### src/hw/rtl/bcs_pkg.sv
// bcs_pkg: shared types and codes for the bootloader command sequencer
// used by bootloader_command_sequencer and its port checker; no dependencies
package bcs_pkg;

  typedef enum logic [1:0] {
    PH_IDLE    = 2'd0,
    PH_PREPARE = 2'd1,
    PH_FLASH   = 2'd2,
    PH_EXIT    = 2'd3
  } phase_t;

  typedef enum logic [1:0] {
    CMD_CONNECT = 2'd0,
    CMD_PREPARE = 2'd1,
    CMD_FLASH   = 2'd2,
    CMD_EXIT    = 2'd3
  } cmd_t;

  typedef enum logic [2:0] {
    ST_OK      = 3'd0,
    ST_INVALID = 3'd1,
    ST_SIZE    = 3'd2,
    ST_FWVER   = 3'd3,
    ST_HWVER   = 3'd4,
    ST_ERASE   = 3'd5,
    ST_WRITE   = 3'd6,
    ST_VALID   = 3'd7
  } status_t;

  localparam int unsigned CFG_IDX_W = 3;

  localparam logic [CFG_IDX_W-1:0] REG_IMAGE_SIZE_LIMIT = 3'd0;
  localparam logic [CFG_IDX_W-1:0] REG_FW_VERSION_LIMIT = 3'd1;
  localparam logic [CFG_IDX_W-1:0] REG_HW_VERSION_LIMIT = 3'd2;
  localparam logic [CFG_IDX_W-1:0] REG_CHECK_ENABLES    = 3'd3;
  localparam logic [CFG_IDX_W-1:0] REG_APP_BASE_ADDRESS = 3'd4;

  localparam logic [2:0] CHECK_ENABLES_RST = 3'b111;

endpackage

### src/hw/rtl/bootloader_command_sequencer.sv
// bootloader_command_sequencer: firmware-update command sequencer, top level
// depends on bcs_pkg
//
// One request in, one reply out. Each command is decoded against the session
// phase and the address and byte counters in a single pass of compare and add
// logic, and the reply is written to the output register as the request is
// taken. A new request is taken every cycle as long as the output
// register is empty or its reply is being taken in the same cycle, so the
// sustained rate is one command per clock. Configuration writes are taken
// every cycle (cfg_ready is tied high) and are meant for idle periods only.
module bootloader_command_sequencer
  import bcs_pkg::*;
(
  input  logic                 clk,
  input  logic                 rst_n,
  // configuration
  input  logic                 cfg_valid,
  output logic                 cfg_ready,
  input  logic [CFG_IDX_W-1:0] cfg_index,
  input  logic [31:0]          cfg_data,
  // requests
  input  logic                 in_valid,
  output logic                 in_ready,
  input  logic [1:0]           in_command,
  input  logic [31:0]          in_image_size,
  input  logic [31:0]          in_fw_version,
  input  logic [31:0]          in_hw_version,
  input  logic [15:0]          in_chunk_bytes,
  input  logic                 in_erase_ok,
  input  logic                 in_write_ok,
  input  logic                 in_image_valid,
  // replies
  output logic                 out_valid,
  input  logic                 out_ready,
  output logic [1:0]           out_reply_kind,
  output logic [2:0]           out_reply_status,
  output logic [1:0]           out_phase_after,
  output logic                 out_erase_request,
  output logic                 out_write_request,
  output logic [31:0]          out_write_address,
  output logic                 out_start_application,
  output logic                 out_boot_reason_com
);

  // configuration registers
  logic [31:0] image_size_limit_r;
  logic [31:0] fw_version_limit_r;
  logic [31:0] hw_version_limit_r;
  logic [2:0]  check_enables_r;
  logic [31:0] app_base_address_r;

  // session state
  phase_t      phase_r,           phase_nxt;
  logic [31:0] working_address_r, working_address_nxt;
  logic [31:0] bytes_written_r,   bytes_written_nxt;
  logic [31:0] expected_size_r,   expected_size_nxt;
  logic        reason_com_r,      reason_com_nxt;

  // reply register
  logic        out_valid_r;
  cmd_t        reply_kind_r;
  status_t     reply_status_r,    reply_status_nxt;
  logic        erase_request_r,   erase_request_nxt;
  logic        write_request_r,   write_request_nxt;
  logic [31:0] write_address_r,   write_address_nxt;
  logic        start_app_r,       start_app_nxt;

  logic    in_fire;
  cmd_t    cmd;
  status_t check_status;
  logic    room_left;
  logic [31:0] chunk_ext;
  logic [31:0] bytes_sum;

  assign cfg_ready = 1'b1;
  assign in_ready  = !out_valid_r || out_ready;
  assign in_fire   = in_valid && in_ready;
  assign cmd       = cmd_t'(in_command);
  assign chunk_ext = {16'd0, in_chunk_bytes};
  assign bytes_sum = bytes_written_r + chunk_ext;
  assign room_left = bytes_written_r < expected_size_r;

  // first enabled failing limit check wins
  always_comb begin
    if (check_enables_r[0] && (in_image_size > image_size_limit_r)) begin
      check_status = ST_SIZE;
    end else if (check_enables_r[1] && (in_fw_version > fw_version_limit_r)) begin
      check_status = ST_FWVER;
    end else if (check_enables_r[2] && (in_hw_version > hw_version_limit_r)) begin
      check_status = ST_HWVER;
    end else if (!in_erase_ok) begin
      check_status = ST_ERASE;
    end else begin
      check_status = ST_OK;
    end
  end

  // next state
  always_comb begin
    phase_nxt           = phase_r;
    working_address_nxt = working_address_r;
    bytes_written_nxt   = bytes_written_r;
    expected_size_nxt   = expected_size_r;
    reason_com_nxt      = reason_com_r;
    case (cmd)
      CMD_CONNECT: begin
        if (phase_r == PH_IDLE) begin
          phase_nxt      = PH_PREPARE;
          reason_com_nxt = 1'b1;
        end else begin
          phase_nxt = PH_IDLE;
        end
      end
      CMD_PREPARE: begin
        if ((phase_r == PH_PREPARE) && (check_status == ST_OK)) begin
          phase_nxt           = PH_FLASH;
          expected_size_nxt   = in_image_size;
          working_address_nxt = app_base_address_r;
        end else begin
          phase_nxt = PH_IDLE;
        end
      end
      CMD_FLASH: begin
        if ((phase_r == PH_FLASH) && room_left && in_write_ok) begin
          working_address_nxt = working_address_r + chunk_ext;
          bytes_written_nxt   = bytes_sum;
          if (bytes_sum == expected_size_r) begin
            phase_nxt = PH_EXIT;
          end
        end else begin
          phase_nxt = PH_IDLE;
        end
      end
      CMD_EXIT: begin
        if (phase_r == PH_EXIT) begin
          if (in_image_valid) begin
            reason_com_nxt = 1'b0;
          end
        end else begin
          phase_nxt = PH_IDLE;
        end
      end
      default: begin
        phase_nxt = PH_IDLE;
      end
    endcase
    // entering idle clears the session counters
    if (phase_nxt == PH_IDLE) begin
      working_address_nxt = '0;
      bytes_written_nxt   = '0;
      expected_size_nxt   = '0;
    end
  end

  // reply fields
  always_comb begin
    reply_status_nxt  = ST_OK;
    erase_request_nxt = 1'b0;
    write_request_nxt = 1'b0;
    write_address_nxt = '0;
    start_app_nxt     = 1'b0;
    case (cmd)
      CMD_CONNECT: begin
        if (phase_r != PH_IDLE) begin
          reply_status_nxt = ST_INVALID;
        end
      end
      CMD_PREPARE: begin
        if (phase_r == PH_PREPARE) begin
          reply_status_nxt  = check_status;
          erase_request_nxt = (check_status == ST_OK) || (check_status == ST_ERASE);
        end else begin
          reply_status_nxt = ST_INVALID;
        end
      end
      CMD_FLASH: begin
        if (phase_r != PH_FLASH) begin
          reply_status_nxt = ST_INVALID;
        end else if (!room_left) begin
          reply_status_nxt = ST_WRITE;
        end else begin
          write_request_nxt = 1'b1;
          write_address_nxt = working_address_r;
          if (!in_write_ok) begin
            reply_status_nxt = ST_WRITE;
          end
        end
      end
      CMD_EXIT: begin
        if (phase_r != PH_EXIT) begin
          reply_status_nxt = ST_INVALID;
        end else if (in_image_valid) begin
          start_app_nxt = 1'b1;
        end else begin
          reply_status_nxt = ST_VALID;
        end
      end
      default: begin
        reply_status_nxt = ST_INVALID;
      end
    endcase
  end

  // configuration writes
  always_ff @(posedge clk) begin
    if (!rst_n) begin
      image_size_limit_r <= '0;
      fw_version_limit_r <= '0;
      hw_version_limit_r <= '0;
      check_enables_r    <= CHECK_ENABLES_RST;
      app_base_address_r <= '0;
    end else if (cfg_valid && cfg_ready) begin
      case (cfg_index)
        REG_IMAGE_SIZE_LIMIT: image_size_limit_r <= cfg_data;
        REG_FW_VERSION_LIMIT: fw_version_limit_r <= cfg_data;
        REG_HW_VERSION_LIMIT: hw_version_limit_r <= cfg_data;
        REG_CHECK_ENABLES:    check_enables_r    <= cfg_data[2:0];
        REG_APP_BASE_ADDRESS: app_base_address_r <= cfg_data;
        default: ;
      endcase
    end
  end

  // session state
  always_ff @(posedge clk) begin
    if (!rst_n) begin
      phase_r           <= PH_IDLE;
      working_address_r <= '0;
      bytes_written_r   <= '0;
      expected_size_r   <= '0;
      reason_com_r      <= 1'b0;
    end else if (in_fire) begin
      phase_r           <= phase_nxt;
      working_address_r <= working_address_nxt;
      bytes_written_r   <= bytes_written_nxt;
      expected_size_r   <= expected_size_nxt;
      reason_com_r      <= reason_com_nxt;
    end
  end

  always_ff @(posedge clk) begin
    if (!rst_n) begin
      out_valid_r <= 1'b0;
    end else if (in_fire) begin
      out_valid_r <= 1'b1;
    end else if (out_ready) begin
      out_valid_r <= 1'b0;
    end
  end

  // reply payload, no reset needed
  always_ff @(posedge clk) begin
    if (in_fire) begin
      reply_kind_r    <= cmd;
      reply_status_r  <= reply_status_nxt;
      erase_request_r <= erase_request_nxt;
      write_request_r <= write_request_nxt;
      write_address_r <= write_address_nxt;
      start_app_r     <= start_app_nxt;
    end
  end

  assign out_valid             = out_valid_r;
  assign out_reply_kind        = reply_kind_r;
  assign out_reply_status      = reply_status_r;
  // phase and reason registers already hold the post-command values
  assign out_phase_after       = phase_r;
  assign out_erase_request     = erase_request_r;
  assign out_write_request     = write_request_r;
  assign out_write_address     = write_address_r;
  assign out_start_application = start_app_r;
  assign out_boot_reason_com   = reason_com_r;

endmodule

### config.mk
export PLATFORM = sky130hd
export DESIGN_NAME = bootloader_command_sequencer
export DESIGN_NICKNAME = d
export VERILOG_FILES = /design/src/hw/rtl/bcs_pkg.sv /design/src/hw/rtl/bootloader_command_sequencer.sv
export SDC_FILE = /design/constraint.sdc
export NUM_CORES = 1
export LEC_CHECK = 0
export BUFFER_PORTS_ARGS = -buffer_cell sky130_fd_sc_hd__buf_2
export CAP_MARGIN = 5
export CORE_MARGIN = 5
export CORE_UTILIZATION = 50
export CTS_CLUSTER_SIZE = 20
export DETAILED_ROUTE_END_ITERATION = 8
export GPL_TIMING_DRIVEN = 0
export MAX_ROUTING_LAYER = met4
export PLACE_DENSITY = 0.7
export SKIP_LAST_GASP = 1
export SLEW_MARGIN = 20
export SYNTH_ARGS = -nofsm -noshare
export SYNTH_HDL_FRONTEND = slang
export SYNTH_SLANG_ARGS = --single-unit
### constraint.sdc
create_clock -name clk -period 3.9 [get_ports clk]
set_input_delay 0.195 -clock clk [delete_from_list [all_inputs] [get_ports clk]]
set_output_delay 0.195 -clock clk [all_outputs]
set_load 0.01 [all_outputs]
* Word-level counts from Yosys, hierarchy flattened
Index checks and enable logic that the tools add are counted.
Storage, ports and cells: bits in registers 271, bits in latches 0, memory bits (writable) 0, memory bits (read-only) 0, input port bits 157, output and inout bits 46, logic and storage cells 117, memories 0
Cells by class: $add $sub $neg 2, multiply operators 0, div/mod/pow operators 0, magnitude comparators 4, equal/unequal tests 19, shifts and indexed selects 0, multiplexer cells 36, bitwise operators 3, reduce and logical (&&, ||, !) cells 36
Operators by type and width (count):
- $mux 32 | 9
- $gt 32x32->1 | 3
- $add 32x16->32 | 2
- $pmux 32 s2 | 1
- $eq 32x32->1 | 1
- $lt 32x32->1 | 1
- $mux 3 | 10
- $reduce_bool 2->1 | 7
- $pmux 3 s4 | 1
- $reduce_and 2->1 | 6
- $ne 2x2->1 const B | 5
- $mux 1 | 9
- $eq 2x2->1 const B | 4
- $mux 2 | 4
- $pmux 2 s4 | 1
- $logic_and 1x1->1 | 7
- $eq 3x2->1 const B | 2
- $eq 3x3->1 const B | 2
- $logic_not 2->1 | 3
- $logic_not 3->1 | 2
- $ne 3x3->1 const B | 2
- $reduce_and 3->1 | 2
- $reduce_and 5->1 | 1
- $eq 2x1->1 const B | 2
- 9 further kinds | 13

* Logic depth before layout (Yosys ltp)
depth after elaboration 12, gate-level depth with buffers 15, mapped depth without buffers 13

* Worst setup path before layout
OpenSTA, ideal clock, no wires.
kind reg-to-reg, start register bytes_written_r[0], end register bytes_written_r[26], library setup time 70 ps, arrival time 2871 ps, data required time 3830 ps, slack 959 ps, cell stages (with the launch flop) 13, buffers on the path 0, clock period less this slack 2941 ps, cells stage by stage dfxtp_1 ha_1 inv_1 fa_1 nand2b_1 a211oi_2 o211ai_1 nand3_1 a21oi_2 nor3_1 nand3_1 or3b_1 a21boi_1
Between the ends: longest elaborated chain between the ends 8, elaborated cells between the ends (all ways) 15, classes of those cells add/sub: 1; order compare: 1; eq/ne: 1; mux: 6; reduce/logical: 6
Ends and longest elaborated chain:
- start: declaration | line bootloader_command_sequencer.sv:55 | logic [31:0] bytes_written_r, bytes_written_nxt;
- start signal: assignment | line bootloader_command_sequencer.sv:235 | bytes_written_r <= bytes_written_nxt;
- $add 32x16->32 / $lt 32x32->1 (equally long branches) | line bootloader_command_sequencer.sv:80, bootloader_command_sequencer.sv:81
- $eq 32x32->1 / $logic_and 1x1->1 (equally long branches) | line bootloader_command_sequencer.sv:127, bootloader_command_sequencer.sv:124
- $mux 2 / $logic_and 1x1->1 (equally long branches) | line bootloader_command_sequencer.sv:127, bootloader_command_sequencer.sv:124
- $mux 2 | line bootloader_command_sequencer.sv:124 | if ((phase_r == PH_FLASH) && room_left && in_write_ok) begin
- $pmux 2 s4 | line bootloader_command_sequencer.sv:105 | case (cmd)
- $logic_not 2->1 | line bootloader_command_sequencer.sv:148 | if (phase_nxt == PH_IDLE) begin
- $reduce_bool 2->1 (no line)
- $reduce_and 3->1 (no line)
Parallel ways exist; a longest one is shown, timed or not. The select of a mux whose other input is x is not followed. A chain may end at the register's enable or synchronous reset.

* Worst setup path in the final report
start register expected_size_r[23], end register bytes_written_r[20]
Between the ends: longest elaborated chain between the ends 8, elaborated cells between the ends (all ways) 12, classes of those cells order compare: 1; eq/ne: 1; mux: 4; reduce/logical: 6
Ends and longest elaborated chain:
- start: declaration | line bootloader_command_sequencer.sv:56 | logic [31:0] expected_size_r, expected_size_nxt;
- start signal: assignment | line bootloader_command_sequencer.sv:236 | expected_size_r <= expected_size_nxt;
- $lt 32x32->1 | line bootloader_command_sequencer.sv:81 | assign room_left = bytes_written_r < expected_size_r;
- $logic_and 1x1->1 (2 in a row) | line bootloader_command_sequencer.sv:124
- $mux 2 | line bootloader_command_sequencer.sv:124
- $pmux 2 s4 | line bootloader_command_sequencer.sv:105
- $logic_not 2->1 | line bootloader_command_sequencer.sv:148
- $reduce_bool 2->1 (no line)
- $reduce_and 3->1 (no line)
Parallel ways exist; a longest one is shown, timed or not.

==> metrics.txt <==
# TYPE chip_impl_metric gauge
chip_impl_metric{name="postRouteWirelength",unit="um"} 59900
chip_impl_metric{name="gp_congestion",unit=""} 0.985
chip_impl_metric{name="fraction_of_layout_cells_with_a_size_suffix_above_1",unit=""} 0.138
chip_impl_metric{name="vdd_drop_max",unit="mV"} 0.421
chip_impl_metric{name="row_count",unit=""} 67
chip_impl_info{name="postSynth.topFlopCell",value="sky130_fd_sc_hd__dfxtp_1"} 1
chip_impl_metric{name="globalRouteTotalUtil",unit=""} 0.310
chip_impl_metric{name="die_w",unit="um"} 195
chip_impl_metric{name="worstSkewPairLatency",unit="ns"} 0.58
chip_impl_metric{name="dr_total_vias",unit=""} 16709
chip_impl_metric{name="die_area",unit="sq um"} 38100
chip_impl_metric{name="post-place-cells",unit=""} 2750
chip_impl_metric{name="flow.area_growth_from_synthesis",unit="%"} 20.0
chip_impl_metric{name="worst_clock_skew",unit="ns"} 0.0176
chip_impl_metric{name="timing_hold_violations_final",unit=""} 0
chip_impl_info{name="status",value="complete, no violations"} 1
chip_impl_metric{name="initial_utilization",unit=""} 0.509
chip_impl_metric{name="post-route-period-util",unit=""} 0.979
chip_impl_metric{name="post_cts.repair.setup_buffers",unit=""} 0
chip_impl_info{name="layout_commonest_cell",value="sky130_fd_sc_hd__nand2_1"} 1
chip_impl_metric{name="max_cap_violations",unit=""} 0
chip_impl_metric{name="grt_pass1_vias",unit=""} 16258
chip_impl_info{name="worst_setup_path_end_kind",value="flip-flop"} 1
chip_impl_info{name="timing.hold.worst.class",value="primary input to flip-flop"} 1
chip_impl_metric{name="fmax",unit="MHz"} 262
chip_impl_metric{name="net-switching-power",unit="mW"} 1.84
chip_impl_metric{name="postSynthCellCount",unit=""} 2102
chip_impl_metric{name="cp_max_fo",unit=""} 10
chip_impl_metric{name="cts_htree_levels",unit=""} 1
chip_impl_metric{name="switching_share_of_power",unit=""} 0.261
chip_impl_metric{name="seq_power_share",unit=""} 0.417
chip_impl_metric{name="powerDensity",unit="nW/um^2"} 342
chip_impl_metric{name="setup_violations",unit=""} 0
chip_impl_metric{name="final.min_clock_period",unit="ns"} 3.82
chip_impl_info{name="critPathSlowestCell",value="sky130_fd_sc_hd__dfxtp_1"} 1
chip_impl_metric{name="cellInternalPower",unit="mW"} 5.20
chip_impl_metric{name="worst_path_arrival",unit="ns"} 4.27
chip_impl_metric{name="combinationalPowerShare",unit=""} 0.129
chip_impl_metric{name="power.leakage",unit="nW"} 7.87
chip_impl_metric{name="clock_power_share",unit=""} 0.455
chip_impl_metric{name="max_stage_delay",unit="ns"} 0.50
chip_impl_metric{name="clk_pin_slew_worst_paths",unit="ns"} 0.06
chip_impl_metric{name="max_slew_margin",unit=""} 0.432
chip_impl_metric{name="detailedPlace.worstSlack",unit="ns"} -0.0587
chip_impl_metric{name="drc",unit=""} 0
chip_impl_metric{name="die-height",unit="um"} 195
chip_impl_metric{name="number_of_nets_produced_by_synthesis",unit=""} 2420
chip_impl_info{name="cts_tree",value="yes"} 1
chip_impl_metric{name="synth_enable_flop_cells",unit=""} 40
chip_impl_metric{name="port_buffers",unit=""} 200
chip_impl_metric{name="wl_per_cell",unit="um"} 20.8
chip_impl_metric{name="syn-cell-area",unit="sq um"} 17100
chip_impl_metric{name="worst_slew_pin_slew",unit="ns"} 0.852
chip_impl_info{name="setup.worst_path.start_class",value="flip-flop"} 1
chip_impl_metric{name="synth-seq-area-share",unit=""} 0.340
chip_impl_metric{name="final_core_utilization",unit=""} 0.610
chip_impl_metric{name="tritoncts_num_sinks",unit=""} 271
chip_impl_metric{name="routed_vias_inst",unit=""} 5.80
chip_impl_metric{name="worst_hold_slack",unit="ns"} 0.0503
chip_impl_metric{name="finalNonFillerCells",unit=""} 2880
chip_impl_metric{name="yosys_register_bits",unit=""} 271
chip_impl_info{name="critical-path-top-delay-family",value="compound AO/OA/AOI/OAI gates"} 1
chip_impl_info{name="clk_root_buffer_cell",value="sky130_fd_sc_hd__clkbuf_16"} 1
chip_impl_metric{name="wire_length_of_the_first_global_routing_pass",unit="um"} 91800
chip_impl_metric{name="clk_path_buf_depth",unit=""} 3
chip_impl_metric{name="asyncSetResetFlopFracSynth",unit=""} 0
chip_impl_metric{name="worstPathRequired",unit="ns"} 4.35
chip_impl_metric{name="first_iter_violations",unit=""} 1237
chip_impl_metric{name="ioPinCount",unit=""} 203
chip_impl_metric{name="grt_antenna_before_repair",unit=""} 5
chip_impl_metric{name="drt-pass1-iter-count",unit=""} 6
chip_impl_metric{name="setup_tns",unit="ns"} 0
chip_impl_metric{name="grt_overflow",unit=""} 0
chip_impl_metric{name="synth-warning-count",unit=""} 0
chip_impl_metric{name="post_synth.cell_area_avg",unit="sq um"} 8.15
chip_impl_metric{name="synthDistinctLibCells",unit=""} 99
chip_impl_info{name="grt_setup_unrepaired",value="true"} 1
chip_impl_metric{name="grt_start_max_net_pins",unit=""} 50
chip_impl_metric{name="critical_path.n_buffers_inverters",unit=""} 4
chip_impl_info{name="critical_path.cell_chain",value="inv_1 > ha_1 > nand4_1 > nor2_2 > o21ai_0 > a21oi_1 > o31ai_4 > and4_1 > buf_2 > a21oi_1 > o21ai_4 > buf_4 > buf_4 > a41oi_1 > o31ai_2"} 1
chip_impl_metric{name="report.final.slew_viol_count",unit=""} 0
chip_impl_metric{name="final.fill_count",unit=""} 3071
chip_impl_metric{name="core_area",unit="sq um"} 33700
chip_impl_metric{name="finalWorstSetupSlack",unit="ns"} 0.0814
chip_impl_metric{name="final_net_count",unit=""} 2721
chip_impl_info{name="timing.setup.critical_path_class",value="flip-flop to flip-flop"} 1
chip_impl_metric{name="cts_made_buffers",unit=""} 31
chip_impl_metric{name="dp.final_hpwl",unit="um"} 47000
chip_impl_metric{name="drt.antenna.violating_nets",unit=""} 0
chip_impl_info{name="most-common-layout-cells",value="sky130_fd_sc_hd__nand2_1, sky130_fd_sc_hd__dfxtp_1, sky130_fd_sc_hd__buf_2"} 1
==> worst register-to-register path, delay by kind of cell, from the launching register on <==
kind | cells | cell delay, ns
compound gates | 7 | 1.53
simple gates | 3 | 0.54
flops | 1 | 0.50
fa+ha+maj | 1 | 0.33
buf+inv | 4 | 0.78
==> metal layers <==
layer	routed length (um)	GRT usage	vias up	share of wire
li1	-	-	8025	-
met1	25600	0.400	7833	0.43
met2	27400	0.499	709	0.46
met3	4530	0.0495	142	0.076
met4	2370	0.106	0	0.040
met5	0	-	-	0
==> cell usage after synthesis, drive strengths merged (6+ instances only) <==
cell	number	area, sq um
o311ai	8	70.1
and2	42	264
clkbuf	90	368
a22o	9	78.8
and4	9	82.6
ha	159	1990
o211ai	11	82.6
a31oi	13	81.3
dfxtp	231	4620
a21boi	142	1070
xnor2	41	359
o21ai	105	567
o2bb2ai	9	78.8
or3	6	37.5
nor2b	17	106
a41oi	6	52.6
edfxtp	40	1200
nand4	70	444
o21a	15	113
o31ai	7	57.6
nand3	61	305
nor4	11	75.1
a21oi	88	448
nand2b	10	62.6
mux2i	11	110
o22ai	15	93.8
and3	20	126
nand2	393	1490
xor2	16	140
o221ai	11	96.3
nor3b	9	72.6
buf	31	183
nor3	28	151
nor2	79	297
o31a	7	61.3
a211oi	13	108
inv	162	608
a21o	35	267
==> registers in the layout, summed over array words and instances (netlist names), 3 cells and up <==
register and cells:
app_base_address_r 32, bytes_written_r 32, expected_size_r 32, fw_version_limit_r 32
hw_version_limit_r 32, image_size_limit_r 32, out_write_address 32, working_address_r 32
check_enables_r 3, out_reply_status 3
==> area by class of cell <==
class / count / area (sq um) / area share
Multi-Input combinational cell: 1547 / 10200 / 0.495
Sequential cell: 271 / 5830 / 0.283
Timing Repair Buffer: 268 / 1680 / 0.0818
Clock buffer: 40 / 892 / 0.0434
Inverter: 162 / 608 / 0.0296
Buffer: 122 / 564 / 0.0274
Tap cell: 448 / 561 / 0.0273
Clock inverter: 16 / 233 / 0.0113
Antenna cell: 6 / 15.0 / 0.000730
==> worst paths after layout <==
check             slack, ns                    from  cells past startpoint                      to
setup / recovery       0.08     expected_size_r[23]                     15     bytes_written_r[20]
hold / removal         0.05          in_image_valid                      2   out_start_application
setup reg to reg       0.08     expected_size_r[23]                     15     bytes_written_r[20]
hold reg to reg        0.46  hw_version_limit_r[16]                      2  hw_version_limit_r[16]
==> power groups by stage <==
stage | clock (mW) | sequential [mW] | combinational (mW)
floorplan | 0 | 2.99 | 0.475
global placement | 0 | 2.99 | 0.810
detailed placement | 0 | 2.99 | 0.830
CTS | 3.24 | 2.93 | 0.889
global route | 3.35 | 2.94 | 0.988
finish | 3.20 | 2.93 | 0.904
==> stage by stage <==
step | cell area, sq um | total power, mW
global route | 20600 | 7.27
finish | 20600 | 7.04
floorplan | 17100 | 3.47
CTS | 20500 | 7.06
global placement | 18700 | 3.80
detailed placement | 18700 | 3.82
==> kinds of logic after synthesis <==
kind of cell,synth area share
AOI/OAI and AO/OA,0.221
xor gates and xnor gates,0.0304
adders and majority gates,0.118
buffers and inverters,0.0682
DFF,0.340
muxes,0.00643
other,0.000219
and+or+nand+nor,0.215
==> repair_timing <==
item | CTS | global route
endpoints found under the hold margin | 165 | 0
endpoints found under the setup margin | 28 | 16
resized for setup | 2 | 5
hold buffers | 68 | 0
Note: power is estimated with default switching activity, not from simulation.
